## config.mk

```make
export PLATFORM = sky130hd
export DESIGN_NAME = bounded_ordered_id_list
export DESIGN_NICKNAME = d
export VERILOG_FILES = /design/src/design/boil_pkg.sv /design/src/design/bounded_ordered_id_list.sv /design/src/design/boil_store.sv
export SDC_FILE = /design/constraint.sdc
export NUM_CORES = 1
export LEC_CHECK = 0
export ABC_AREA = 1
export BUFFER_PORTS_ARGS = -buffer_cell sky130_fd_sc_hd__buf_2
export CAP_MARGIN = 0
export CELL_PAD_IN_SITES_DETAIL_PLACEMENT = 1
export CELL_PAD_IN_SITES_GLOBAL_PLACEMENT = 2
export CORE_UTILIZATION = 30
export CTS_CLUSTER_DIAMETER = 50
export DETAILED_ROUTE_END_ITERATION = 10
export PLACE_DENSITY = 0.58
export SLEW_MARGIN = 5
export SYNTH_ARGS = -nofsm -noshare
export SYNTH_HDL_FRONTEND = slang
export SYNTH_SLANG_ARGS = --single-unit
```

## constraint.sdc

```tcl
create_clock -name clock -period 8.5 [get_ports clock]
set_input_delay 0.425 -clock clock [delete_from_list [all_inputs] [get_ports clock]]
set_output_delay 0.425 -clock clock [all_outputs]
set_load 0.005 [all_outputs]
```

## src/design/boil_pkg.sv

```systemverilog
// Shared types and constants for the bounded ordered identifier list.
// Holds the command codes, the transfer payload structs and the store control struct.
// Depends on nothing.
package boil_pkg;

   localparam int CAPACITY_DEF = 16;
   localparam int ID_WIDTH_DEF = 32;

   localparam int CMD_W   = 3;
   localparam int FIELD_ID_W = 32;
   localparam int SLOT_W  = 4;
   localparam int COUNT_W = 5;

   localparam logic [CMD_W-1:0] CMD_LOOKUP = 3'd0;
   localparam logic [CMD_W-1:0] CMD_READ   = 3'd1;
   localparam logic [CMD_W-1:0] CMD_APPEND = 3'd2;
   localparam logic [CMD_W-1:0] CMD_ERASE  = 3'd3;
   localparam logic [CMD_W-1:0] CMD_MOVE   = 3'd4;

   typedef struct packed {
      logic [CMD_W-1:0]      cmd;
      logic [FIELD_ID_W-1:0] item_id;
      logic                  anchor_given;
      logic [FIELD_ID_W-1:0] anchor_id;
      logic [SLOT_W-1:0]     slot_index;
   } boil_req_type;

   typedef struct packed {
      logic                  ok;
      logic [SLOT_W-1:0]     found_slot;
      logic [FIELD_ID_W-1:0] found_id;
      logic [COUNT_W-1:0]    entry_count;
   } boil_rsp_type;

   typedef struct packed {
      logic rd_en;
      logic wr_en;
   } store_ctl_type;

endpackage

```

## src/design/bounded_ordered_id_list.sv

```systemverilog
// Bounded ordered list of distinct nonzero identifiers, one command at a time.
// The search and the shift walk the store through its single read port, one entry per cycle.
// The next transfer waits until the result is registered; a stalled result holds it off.
// Reset clears the count, not the store.
module bounded_ordered_id_list #(
   parameter int CAPACITY = boil_pkg::CAPACITY_DEF,
   parameter int ID_WIDTH = boil_pkg::ID_WIDTH_DEF
) (
   input  logic                 clock,
   input  logic                 reset,
   input  logic                 req_valid,
   output logic                 req_stall,
   input  boil_pkg::boil_req_type req_data,
   output logic                 rsp_valid,
   input  logic                 rsp_stall,
   output boil_pkg::boil_rsp_type rsp_data
);
   import boil_pkg::*;

   localparam int ADDR_W  = $clog2(CAPACITY);
   localparam int CNT_W   = $clog2(CAPACITY + 1);
   localparam int KEEP_W  = (ID_WIDTH < FIELD_ID_W) ? ID_WIDTH : FIELD_ID_W;
   localparam int IDX_CMP_W = (CNT_W > SLOT_W) ? CNT_W : SLOT_W;

   // Sequencer states
   localparam int STATE_W = 3;
   localparam logic [STATE_W-1:0] ST_IDLE   = 3'd0;
   localparam logic [STATE_W-1:0] ST_SCAN   = 3'd1;
   localparam logic [STATE_W-1:0] ST_READ   = 3'd2;
   localparam logic [STATE_W-1:0] ST_DECIDE = 3'd3;
   localparam logic [STATE_W-1:0] ST_SHIFT  = 3'd4;
   localparam logic [STATE_W-1:0] ST_WRAP   = 3'd5;
   localparam logic [STATE_W-1:0] ST_RESP   = 3'd6;

   logic [STATE_W-1:0]  state_ff, state_in;
   logic [CMD_W-1:0]    cmd_ff, cmd_in;
   logic [ID_WIDTH-1:0] id_ff, id_in;
   logic                anchor_given_ff, anchor_given_in;
   logic [ID_WIDTH-1:0] anchor_ff, anchor_in;
   logic [SLOT_W-1:0]   idx_ff, idx_in;
   logic [CNT_W-1:0]    used_ff, used_in;
   logic [CNT_W-1:0]    scan_ptr_ff, scan_ptr_in;
   logic                item_hit_ff, item_hit_in;
   logic [ADDR_W-1:0]   item_pos_ff, item_pos_in;
   logic                anchor_hit_ff, anchor_hit_in;
   logic [ADDR_W-1:0]   anchor_pos_ff, anchor_pos_in;
   logic [ADDR_W-1:0]   sh_ptr_ff, sh_ptr_in;
   logic [CNT_W-1:0]    sh_rem_ff, sh_rem_in;
   logic                sh_fwd_ff, sh_fwd_in;
   logic [ADDR_W-1:0]   dst_ff, dst_in;
   logic                res_ok_ff, res_ok_in;
   logic [SLOT_W-1:0]   res_slot_ff, res_slot_in;
   logic [FIELD_ID_W-1:0] res_id_ff, res_id_in;
   logic                rsp_valid_ff, rsp_valid_in;
   boil_rsp_type        rsp_data_ff, rsp_data_in;

   // Store port
   store_ctl_type       st_ctl;
   logic [ADDR_W-1:0]   st_rd_addr;
   logic [ADDR_W-1:0]   st_wr_addr;
   logic [ID_WIDTH-1:0] st_wr_data;
   logic                st_rd_vld;
   logic [ADDR_W-1:0]   st_rd_tag;
   logic [ID_WIDTH-1:0] st_rd_data;

   // Decision terms, all from registered request fields and search results
   logic                id_nz;
   logic                item_ok;
   logic                idx_ok;
   logic [CNT_W-1:0]    src_c;
   logic [CNT_W-1:0]    dst_raw;
   logic                move_fwd;
   logic [CNT_W-1:0]    move_dst;
   logic                move_ok;

   boil_store #(
      .DEPTH (CAPACITY),
      .WIDTH (ID_WIDTH)
   ) u_store (
      .clock   (clock),
      .reset   (reset),
      .ctl     (st_ctl),
      .rd_addr (st_rd_addr),
      .wr_addr (st_wr_addr),
      .wr_data (st_wr_data),
      .rd_vld  (st_rd_vld),
      .rd_tag  (st_rd_tag),
      .rd_data (st_rd_data)
   );

   assign id_nz   = (id_ff != '0);
   assign item_ok = id_nz && item_hit_ff;
   assign idx_ok  = IDX_CMP_W'(idx_ff) < IDX_CMP_W'(used_ff);
   assign src_c   = CNT_W'(item_pos_ff);

   // Without an anchor the target is the end of the list. Taking the item out
   // first pulls a later target down by one.
   assign dst_raw  = anchor_given_ff ? CNT_W'(anchor_pos_ff) : used_ff;
   assign move_fwd = src_c < dst_raw;
   assign move_dst = move_fwd ? dst_raw - 1'b1 : dst_raw;
   assign move_ok  = item_ok
                     && !(anchor_given_ff && (anchor_ff == id_ff))
                     && !(anchor_given_ff && !anchor_hit_ff)
                     && (src_c != move_dst)
                     && (move_dst < CNT_W'(CAPACITY));

   always_comb begin
      state_in        = state_ff;
      cmd_in          = cmd_ff;
      id_in           = id_ff;
      anchor_given_in = anchor_given_ff;
      anchor_in       = anchor_ff;
      idx_in          = idx_ff;
      used_in         = used_ff;
      scan_ptr_in     = scan_ptr_ff;
      item_hit_in     = item_hit_ff;
      item_pos_in     = item_pos_ff;
      anchor_hit_in   = anchor_hit_ff;
      anchor_pos_in   = anchor_pos_ff;
      sh_ptr_in       = sh_ptr_ff;
      sh_rem_in       = sh_rem_ff;
      sh_fwd_in       = sh_fwd_ff;
      dst_in          = dst_ff;
      res_ok_in       = res_ok_ff;
      res_slot_in     = res_slot_ff;
      res_id_in       = res_id_ff;
      rsp_data_in     = rsp_data_ff;
      // Drop the held result once it transfers
      rsp_valid_in    = rsp_valid_ff && rsp_stall;
      st_ctl          = '0;
      st_rd_addr      = '0;
      st_wr_addr      = '0;
      st_wr_data      = id_ff;

      unique case (state_ff)
         ST_IDLE: begin
            if (req_valid) begin
               // Identifiers count in their low KEEP_W bits only
               cmd_in          = req_data.cmd;
               id_in           = ID_WIDTH'(req_data.item_id[KEEP_W-1:0]);
               anchor_given_in = req_data.anchor_given;
               anchor_in       = ID_WIDTH'(req_data.anchor_id[KEEP_W-1:0]);
               idx_in          = req_data.slot_index;
               item_hit_in     = 1'b0;
               anchor_hit_in   = 1'b0;
               scan_ptr_in     = '0;
               case (req_data.cmd) inside
                  CMD_LOOKUP, CMD_APPEND, CMD_ERASE, CMD_MOVE: state_in = ST_SCAN;
                  CMD_READ:                                    state_in = ST_READ;
                  default:                                     state_in = ST_DECIDE;
               endcase
            end
         end

         ST_SCAN: begin
            // Walk the filled entries; compare each returned word against
            // both the item and the anchor.
            if (scan_ptr_ff < used_ff) begin
               st_ctl.rd_en = 1'b1;
               st_rd_addr   = scan_ptr_ff[ADDR_W-1:0];
               scan_ptr_in  = scan_ptr_ff + 1'b1;
            end else if (!st_rd_vld) begin
               state_in = ST_DECIDE;
            end
            if (st_rd_vld) begin
               if (st_rd_data == id_ff) begin
                  item_hit_in = 1'b1;
                  item_pos_in = st_rd_tag;
               end
               if (st_rd_data == anchor_ff) begin
                  anchor_hit_in = 1'b1;
                  anchor_pos_in = st_rd_tag;
               end
            end
         end

         ST_READ: begin
            st_ctl.rd_en = idx_ok;
            st_rd_addr   = ADDR_W'(idx_ff);
            state_in     = ST_DECIDE;
         end

         ST_DECIDE: begin
            res_ok_in   = 1'b0;
            res_slot_in = '0;
            res_id_in   = '0;
            state_in    = ST_RESP;
            unique case (cmd_ff)
               CMD_LOOKUP: begin
                  res_ok_in   = item_ok;
                  res_slot_in = SLOT_W'(item_pos_ff);
                  res_id_in   = FIELD_ID_W'(id_ff);
               end
               CMD_READ: begin
                  res_ok_in   = idx_ok;
                  res_slot_in = idx_ff;
                  res_id_in   = FIELD_ID_W'(st_rd_data);
               end
               CMD_APPEND: begin
                  res_ok_in   = id_nz && (used_ff < CNT_W'(CAPACITY)) && !item_hit_ff;
                  res_slot_in = SLOT_W'(used_ff);
                  res_id_in   = FIELD_ID_W'(id_ff);
                  if (res_ok_in) begin
                     st_ctl.wr_en = 1'b1;
                     st_wr_addr   = used_ff[ADDR_W-1:0];
                     st_wr_data   = id_ff;
                     used_in      = used_ff + 1'b1;
                  end
               end
               CMD_ERASE: begin
                  res_ok_in   = item_ok;
                  res_slot_in = SLOT_W'(item_pos_ff);
                  res_id_in   = FIELD_ID_W'(id_ff);
                  // Pull every later entry down by one
                  sh_fwd_in   = 1'b1;
                  sh_ptr_in   = item_pos_ff + 1'b1;
                  sh_rem_in   = used_ff - 1'b1 - src_c;
                  if (item_ok) begin
                     state_in = ST_SHIFT;
                  end
               end
               CMD_MOVE: begin
                  res_ok_in   = move_ok;
                  res_slot_in = SLOT_W'(move_dst);
                  res_id_in   = FIELD_ID_W'(id_ff);
                  dst_in      = move_dst[ADDR_W-1:0];
                  sh_fwd_in   = move_fwd;
                  if (move_fwd) begin
                     sh_ptr_in = item_pos_ff + 1'b1;
                     sh_rem_in = move_dst - src_c;
                  end else begin
                     sh_ptr_in = item_pos_ff - 1'b1;
                     sh_rem_in = src_c - move_dst;
                  end
                  if (move_ok) begin
                     state_in = ST_SHIFT;
                  end
               end
               default: begin
                  // Unused command codes fail with nothing changed
               end
            endcase
            if (!res_ok_in) begin
               res_slot_in = '0;
               res_id_in   = '0;
            end
         end

         ST_SHIFT: begin
            // One read issued and one word written back per cycle; each word
            // lands one place over from where it was read.
            if (sh_rem_ff != '0) begin
               st_ctl.rd_en = 1'b1;
               st_rd_addr   = sh_ptr_ff;
               sh_ptr_in    = sh_fwd_ff ? sh_ptr_ff + 1'b1 : sh_ptr_ff - 1'b1;
               sh_rem_in    = sh_rem_ff - 1'b1;
            end else if (!st_rd_vld) begin
               state_in = ST_WRAP;
            end
            if (st_rd_vld) begin
               st_ctl.wr_en = 1'b1;
               st_wr_addr   = sh_fwd_ff ? st_rd_tag - 1'b1 : st_rd_tag + 1'b1;
               st_wr_data   = st_rd_data;
            end
         end

         ST_WRAP: begin
            if (cmd_ff == CMD_MOVE) begin
               st_ctl.wr_en = 1'b1;
               st_wr_addr   = dst_ff;
               st_wr_data   = id_ff;
            end else begin
               used_in = used_ff - 1'b1;
            end
            state_in = ST_RESP;
         end

         ST_RESP: begin
            // Hold until the output register is free or empties this cycle
            if (!rsp_valid_ff || !rsp_stall) begin
               rsp_data_in.ok          = res_ok_ff;
               rsp_data_in.found_slot  = res_slot_ff;
               rsp_data_in.found_id    = res_id_ff;
               rsp_data_in.entry_count = COUNT_W'(used_ff);
               rsp_valid_in            = 1'b1;
               state_in                = ST_IDLE;
            end
         end

         default: begin
            state_in = ST_IDLE;
         end
      endcase
   end

   always_ff @(posedge clock) begin
      if (reset) begin
         state_ff     <= ST_IDLE;
         used_ff      <= '0;
         rsp_valid_ff <= 1'b0;
      end else begin
         state_ff     <= state_in;
         used_ff      <= used_in;
         rsp_valid_ff <= rsp_valid_in;
      end
   end

   always_ff @(posedge clock) begin
      cmd_ff          <= cmd_in;
      id_ff           <= id_in;
      anchor_given_ff <= anchor_given_in;
      anchor_ff       <= anchor_in;
      idx_ff          <= idx_in;
      scan_ptr_ff     <= scan_ptr_in;
      item_hit_ff     <= item_hit_in;
      item_pos_ff     <= item_pos_in;
      anchor_hit_ff   <= anchor_hit_in;
      anchor_pos_ff   <= anchor_pos_in;
      sh_ptr_ff       <= sh_ptr_in;
      sh_rem_ff       <= sh_rem_in;
      sh_fwd_ff       <= sh_fwd_in;
      dst_ff          <= dst_in;
      res_ok_ff       <= res_ok_in;
      res_slot_ff     <= res_slot_in;
      res_id_ff       <= res_id_in;
      rsp_data_ff     <= rsp_data_in;
   end

   assign req_stall = (state_ff != ST_IDLE);
   assign rsp_valid = rsp_valid_ff;
   assign rsp_data  = rsp_data_ff;

   a_count_bounded: assert property (@(posedge clock) disable iff (reset)
      used_ff <= CNT_W'(CAPACITY)) else $error("entry count past capacity");

   a_count_step: assert property (@(posedge clock) disable iff (reset)
      !$stable(used_ff) |-> (used_ff == $past(used_ff) + 1'b1)
                            || (used_ff == $past(used_ff) - 1'b1))
      else $error("entry count jumped");

   a_write_in_fill: assert property (@(posedge clock) disable iff (reset)
      st_ctl.wr_en |-> CNT_W'(st_wr_addr) <= used_ff)
      else $error("store write beyond the filled entries");

   a_fail_is_zero: assert property (@(posedge clock) disable iff (reset)
      (rsp_valid_ff && !rsp_data_ff.ok)
         |-> (rsp_data_ff.found_slot == '0) && (rsp_data_ff.found_id == '0))
      else $error("failed command reports a position or identifier");

   a_result_from_resp: assert property (@(posedge clock) disable iff (reset)
      $rose(rsp_valid_ff) |-> $past(state_ff) == ST_RESP)
      else $error("result loaded outside the result state");

endmodule

```

## src/design/boil_store.sv

```systemverilog
// Identifier store: one write port, one read port with registered read data.
// Tracks which address each returned word came from.
// Depends on boil_pkg.
module boil_store #(
   parameter int DEPTH = boil_pkg::CAPACITY_DEF,
   parameter int WIDTH = boil_pkg::ID_WIDTH_DEF,
   localparam int ADDR_W = $clog2(DEPTH)
) (
   input  logic                  clock,
   input  logic                  reset,
   input  boil_pkg::store_ctl_type ctl,
   input  logic [ADDR_W-1:0]     rd_addr,
   input  logic [ADDR_W-1:0]     wr_addr,
   input  logic [WIDTH-1:0]      wr_data,
   output logic                  rd_vld,
   output logic [ADDR_W-1:0]     rd_tag,
   output logic [WIDTH-1:0]      rd_data
);
   import boil_pkg::*;

   logic [WIDTH-1:0]  mem [DEPTH];
   logic              rd_vld_ff;
   logic [ADDR_W-1:0] rd_tag_ff;
   logic [WIDTH-1:0]  rd_data_ff;

   always_ff @(posedge clock) begin
      if (ctl.wr_en) begin
         mem[wr_addr] <= wr_data;
      end
   end

   always_ff @(posedge clock) begin
      if (ctl.rd_en) begin
         rd_data_ff <= mem[rd_addr];
      end
      rd_tag_ff <= rd_addr;
   end

   always_ff @(posedge clock) begin
      if (reset) begin
         rd_vld_ff <= 1'b0;
      end else begin
         rd_vld_ff <= ctl.rd_en;
      end
   end

   assign rd_vld  = rd_vld_ff;
   assign rd_tag  = rd_tag_ff;
   assign rd_data = rd_data_ff;

   a_vld_follows_rd: assert property (@(posedge clock) disable iff (reset)
      ctl.rd_en |=> rd_vld) else $error("read issued but no data returned");

   a_no_vld_without_rd: assert property (@(posedge clock) disable iff (reset)
      !ctl.rd_en |=> !rd_vld) else $error("data returned without a read");

   a_tag_matches: assert property (@(posedge clock) disable iff (reset)
      ctl.rd_en |=> rd_tag == $past(rd_addr)) else $error("read tag lost its address");

   a_no_same_addr: assert property (@(posedge clock) disable iff (reset)
      (ctl.rd_en && ctl.wr_en) |-> rd_addr != wr_addr)
      else $error("read and write hit one address");

endmodule
```

==> results_dict.tcl, run 1 <==
set metrics [dict create \
    grt_max_degree 198 \
    setup_tns_ns 0 \
    timing.max_cap.violations 0 \
    htreeDepth 3 \
    ys_async_sr_fraction_pct 0 \
    place_congestion 0.8511 \
    drtIter0Drc 1413 \
    vias 21140 \
    synthCells 2580 \
    areaGrowthSynthToFinish_pct 19.86 \
    synth_area_um2 31700 \
    tightest_slew_ns 1.279 \
    rows 118 \
    clk_latency_ns 0.70 \
    totalWireLength_um 103100 \
    worstReg2RegEnd "u_store.rd_data[17]" \
    cts_made_buffers 100 \
    synth-seq-area-share_pct 69.47 \
    seq_area_um2 22020 \
    hold_class "in2reg" \
    route.detailed.drc 0 \
    portBuffers 119 \
    synth-seq-cells 738 \
    wl_per_cell_um 24.13 \
    antenna_found_initial 1 \
    layout_min_cycle_time_ns 5.017 \
    powerDensity_nw_per_um2 333.1 \
    place_inst 4017 \
    clock_sinks 738 \
    synth.avg_cell_area_um2 12.29 \
    reg2reg_from "used_ff[4]" \
    io-pin-count 120 \
    nFillCells 11130 \
    multi_input_area_um2 8497 \
    die_area_um2 107000 \
    relSlewSlack_pct 14.16 \
    grt_first_pass_wirelength_um 150200 \
    dr.pass1.iters 5 \
    critical_path.startpoint "used_ff[4]" \
    r2r_slack_ns 3.48 \
    setup_viol 0 \
    fin_cells 4271 \
    p_leak_uw 0.01300 \
    hold_viol_final 0 \
    worstSetupPathType "reg2reg" \
    nets 2926 \
    dieHeight_um 327.1 \
    syn-num-nets 2694 \
    grt_usage_pct 19.12 \
    critPathCaptureType "flip-flop" \
    arrival_ns 5.55 \
    initial_core_util_pct 30.46 \
    drtAntennaViolNets 0 \
    clockBufferDepth 3 \
    cts_tree "built" \
    hpwl_um 60660 \
    cp_max_fo 89 \
    period_share_pct 59.03 \
    ys.warnings.count 0 \
    grt_pass1_vias 21950 \
    critPathLaunchType "flip-flop" \
    grt_overflow 0 \
    clock.fmax_ghz 0.1993 \
    drive_gt1_share_pct 14.11 \
    fin_worst_skew_ns 0.03035 \
    endpoint "u_store.rd_data[17]" \
    clk_pin_slew_ns 0.06 \
    post_cts.repair.setup_buffers 0 \
    cp_data_required_time_ns 9.04 \
    num_antenna_cells 0 \
    status "completed" \
    slew_viol_final 0 \
    rsz0062_at_grt "false" \
    ys_types 49 \
    ys.flop_type "edfxtp_1" \
    ir_drop_uv 279.2 \
    rr_worst_depth 15 \
    vias_per_cell 4.949 \
    clockRootBuffer "clkbuf_16" \
    synth_edf_count 724 \
    dieWidth_um 327.1 \
    core_um2 104100 \
    post-route-util_pct 36.50 \
    hold_depth 3 \
]
synth_stat cells, types with 43 or more instances:
cell type    n  area (µm²)
edfxtp_1   724       21740
o21ai_0    188       940.9
xnor2_1     45       394.1
o211ai_1   161        1209
nor2_1     286        1074
xor2_1      48       420.4
nand2_1    333        1250
o22ai_1     44       275.3
nand3_1    155       775.7
or2_0       80       500.5
inv_1      178       668.1
buf_2       56       280.3
a21oi_1     43       215.2
worst min path at each step:
stage | start | endpoint | slack [ns]
3_3_place_gp | res_id_ff[25] | rsp_data[30] | 0.40
4_1_cts | rsp_stall | rsp_valid | 0.01
6_report | rsp_stall | rsp_valid | 0.07
3_5_place_dp | res_id_ff[23] | rsp_data[28] | 0.41
2_1_floorplan | res_id_ff[5] | rsp_data[10] | 0.40
5_1_grt | rsp_stall | rsp_valid | 0.06
area by class of cell:
type | count | area share, %
repair buffers | 253 | 4.729
well taps | 1380 | 4.544
flip-flops and latches | 738 | 57.96
clock inverters | 64 | 1.739
inverters | 190 | 1.916
clock buffers | 117 | 6.754
multi-input cells | 1529 | 22.36
repair_timing:
item / in CTS / in global routing
resized for setup: 0 / 0
hold endpoints to repair: 75 / 0
hold buffers: 73 / 0
registers in the layout (all words and copies together), names as in the netlist, 5 cells and up:
register,cells
used_ff,5
scan_ptr_ff,5
anchor_ff,32
res_id_ff,32
id_ff,32
sh_rem_ff,5
u_store.mem,512
u_store.rd_data,32
rsp_data,42
logic make-up after synthesis:
| logic type | count (synthesis) | share of synthesized area, % |
|---|---|---|
| compound gates | 468 | 9.078 |
| xor+xnor | 93 | 2.569 |
| fa+ha+maj | 38 | 1.618 |
| simple gates | 930 | 12.93 |
| buf+inv | 313 | 4.334 |
| flops | 738 | 69.47 |
cells in the final DEF (no fill, tap or decap), drive strengths merged, types with 73 or more instances in the layout:
master / instances
edfxtp: 724
nor2: 300
dlygate4sd3: 73
o21ai: 198
clkbuf: 117
buf: 180
nand2: 334
nand3: 157
or2: 99
o211ai: 161
inv: 194
layer usage:
layer  vias to the layer above  part of all wire (%)  track usage (%)
met5                         -                     0                0
met3                       132                   3.5            2.646
met4                         0                   2.1            4.907
met1                     10850                    47            26.85
met2                       457                    47            31.01
li1                       9703                     -                -
critical path: stages, from the launching register on:
cell and delay, ns:
dfxtp_1 0.50, inv_1 0.22, ha_1 0.36, nand4_1 0.08, o21bai_1 0.18, nand3_2 0.13, clkinv_2 0.16, a21oi_4 0.64
buf_4 0.79, buf_4 0.89, nor2_1 0.10, nor2_1 0.14, o21ai_0 0.11, nand3_1 0.16, nand3_1 0.09, nand2_1 0.14
power breakdown:
group	switching (µW)	internal, µW	leakage (µW)
Clock	1670	2370	0.00155
Sequential	375	4610	0.00667
Combinational	2580	1050	0.00478
per-stage QoR:
stage | setup slack [ns] | power, µW | hold slack [ns] | cell area (µm²)
finish | 3.483 | 12660 | 0.07408 | 38000
global route | 3.209 | 13320 | 0.06024 | 38000
CTS | 3.505 | 12810 | 0.01249 | 37990
detailed placement | 3.512 | 8696 | 0.4062 | 34030
global placement | 3.635 | 8626 | 0.4033 | 34020
floorplan | 1.688 | 7263 | 0.4003 | 31700
No activity file was read; power rests on OpenSTA's default activity.
==> inputs of run 2 (changes only) <==
--- a/config.mk
+++ b/config.mk
@@ -5,7 +5,7 @@
 export SDC_FILE = /design/constraint.sdc
 export NUM_CORES = 1
 export LEC_CHECK = 0
-export ABC_AREA = 1
+export ABC_AREA = 0
 export BUFFER_PORTS_ARGS = -buffer_cell sky130_fd_sc_hd__buf_2
 export CAP_MARGIN = 0
 export CELL_PAD_IN_SITES_DETAIL_PLACEMENT = 1
@@ -13,7 +13,7 @@
 export CORE_UTILIZATION = 30
 export CTS_CLUSTER_DIAMETER = 50
 export DETAILED_ROUTE_END_ITERATION = 10
-export PLACE_DENSITY = 0.58
+export PLACE_DENSITY = 0.55
 export SLEW_MARGIN = 5
 export SYNTH_ARGS = -nofsm -noshare
 export SYNTH_HDL_FRONTEND = slang
==> constraint.sdc (replaced) <==
create_clock -name clock -period 5.11 [get_ports clock]
set_input_delay 0.2555 -clock clock [delete_from_list [all_inputs] [get_ports clock]]
set_output_delay 0.2555 -clock clock [all_outputs]
set_load 0.005 [all_outputs]
==> results_dict.tcl, run 2 <==
set metrics [dict create \
    status "completed" \
    dieWidth_um 324.6 \
    slew_viol_final 0 \
    hpwl_um 62810 \
    path_delay_family "compound AO/OA/AOI/OAI gates" \
    rsz0062_at_grt "false" \
    vias 19290 \
    regMostFlops "u_store.mem" \
    layout_min_cycle_time_ns 4.417 \
    synth_area_leader_cell "edfxtp_1" \
    slowest_stage "edfxtp_1" \
    hold_class "in2reg" \
    areaGrowthSynthToFinish_pct 21.18 \
    htreeDepth 3 \
    nets 2457 \
    worstSetupPathType "reg2reg" \
    synth_area_leaders "edfxtp_1 70%, mux2i_1 3.9%, xor2_1 2.7%" \
    fin_worst_skew_ns 0.03622 \
    synth_edf_count 724 \
    hold_viol_final 0 \
    critPathLaunchType "flip-flop" \
    grt_max_degree 84 \
    drive_gt1_share_pct 19.82 \
    core_um2 102500 \
    synth.avg_cell_area_um2 14.87 \
    route.detailed.drc 0 \
    dp_slack_ns 0.7183 \
    dr.pass1.iters 5 \
    relSlewSlack_pct 40.19 \
    synth_top_area_share_pct 69.64 \
    ys.warnings.count 0 \
    post_cts.repair.setup_buffers 0 \
    fin_cells 3795 \
    antenna_found_initial 8 \
    clockBufferDepth 3 \
    grt_first_pass_wirelength_um 147700 \
    wl_per_cell_um 26.93 \
    drtAntennaViolNets 0 \
    grt_overflow 0 \
    critPathCaptureType "flip-flop" \
    powerDensity_nw_per_um2 540.6 \
    clock.fmax_ghz 0.2264 \
    crit_top_cell "nand4_1" \
    final_common_cell "edfxtp_1" \
    portBuffers 119 \
    synth_common_cells "724 x edfxtp_1, 132 x nor3_1, 121 x mux2i_1, 97 x xor2_1, 95 x nand3_1" \
    grt_pass1_vias 20320 \
    synth-seq-area-share_pct 70.54 \
    place_congestion 0.8111 \
    setup_tns_ns 0 \
    final_cell_mix "724 x edfxtp_1, 132 x nor3_1, 121 x mux2i_1, 119 x buf_2, 101 x clkbuf_16" \
    dieHeight_um 324.6 \
    cp_data_required_time_ns 5.52 \
    clk_pin_slew_ns 0.06 \
    tightest_slew_ns 0.8971 \
    io-pin-count 120 \
    largest_reg_flops 512 \
    synthCells 2099 \
    nFillCells 10490 \
    cts_tree "built" \
    clockRootBuffer "clkbuf_16" \
    vias_per_cell 5.082 \
    ys.flop_type "edfxtp_1" \
    grt_usage_pct 19.30 \
    crit_chain "mux2i_1 -> ha_1 -> or2_2 -> o2111a_1 -> o22ai_1 -> nand4_1 -> xor2_1 -> ha_1 -> nand4_1 -> nand4_1 -> a21o_1 -> o311a_1 -> buf_4 -> nor2_1" \
    setup_ws_ns 0.6934 \
    die_area_um2 105400 \
    synth-seq-cells 738 \
    timing.max_cap.violations 0 \
    initial_core_util_pct 30.47 \
    rows 117 \
    synth_area_um2 31220 \
    p_leak_uw 0.01266 \
    arrival_ns 4.82 \
    clock_sinks 738 \
    syn-num-nets 2213 \
    cts_made_buffers 100 \
    r2r_slack_ns 0.69 \
    totalWireLength_um 102200 \
    period_share_pct 86.43 \
    num_antenna_cells 0 \
    max_stage_delay_ns 0.54 \
    ir_drop_uv 285.6 \
    drtIter0Drc 1399 \
    place_inst 3535 \
    cp_max_fo 37 \
    ys_async_sr_fraction_pct 0 \
    clk_latency_ns 0.69 \
    crit_buf_inv 1 \
    synth.most_common_cell "edfxtp_1" \
    setup_viol 0 \
    ys_types 66 \
]
-- run 2: cells by family (layout without fill, tap and decap cells) --
group,count (synthesis),count (layout),share of synthesized area (%)
adders and majority gates,38,38,1.643
AOI/OAI and AO/OA,326,326,7.106
muxes,190,190,6.464
DFF,738,738,70.54
xor gates and xnor gates,125,125,3.507
buffers and inverters,200,528,2.801
and+or+nand+nor,482,482,7.943
-- run 2: final timing paths --
path | start | end | cells past startpoint
max | anchor_given_ff | res_id_ff[22] | 14
min | req_valid | scan_ptr_ff[0] | 4
max reg2reg | anchor_given_ff | res_id_ff[22] | 14
min reg2reg | res_slot_ff[0] | rsp_data[37] | 0
-- run 2: layout make-up --
| class | instances | area [µm²] | share of cell area, % |
|---|---|---|---|
| inverters | 83 | 320.3 | 0.8467 |
| clock buffers | 117 | 2597 | 6.866 |
| multi-input cells | 1161 | 8498 | 22.46 |
| repair buffers | 259 | 1882 | 4.974 |
| clock inverters | 69 | 800.8 | 2.117 |
| well taps | 1368 | 1712 | 4.524 |
| flip-flops and latches | 738 | 22020 | 58.21 |
-- run 2: worst reg2reg max path: stages, from the launching register on --
cell	delay [ns]
edfxtp_1	0.54
mux2i_1	0.42
ha_1	0.31
or2_2	0.29
o2111a_1	0.15
o22ai_1	0.44
nand4_1	0.19
xor2_1	0.42
ha_1	0.29
nand4_1	0.16
nand4_1	0.12
a21o_1	0.13
o311a_1	0.19
buf_4	0.36
nor2_1	0.15
-- run 2: metal layers --
metal / GRT usage [%] / part of all wire (%)
met3: 2.711 / 4.8
met1: 26.46 / 45
met4: 5.722 / 2.3
met2: 31.66 / 48
met5: 0 / 0.013
-- run 2: stage by stage --
stage	power [µW]	hold WS (ns)	utilization, %	area, µm²
finish	20450	0.2294	36.92	37830
global placement	13430	0.4028	32.88	33690
floorplan	11220	0.3544	-	31220
global route	21280	0.2667	36.92	37830
detailed placement	13490	0.4052	32.88	33690
CTS	20680	0.2123	36.92	37830
-- run 2: power breakdown --
part	internal [µW]	leakage, µW	switching (µW)
Sequential	7600	0.00668	859
Clock	4330	0.00164	2760
Combinational	1620	0.00434	3280
-- run 2: what timing repair did --
action	4_1_cts	5_1_grt
hold buffers	74	0
resized for setup	0	0
endpoints found under the hold margin	82	0
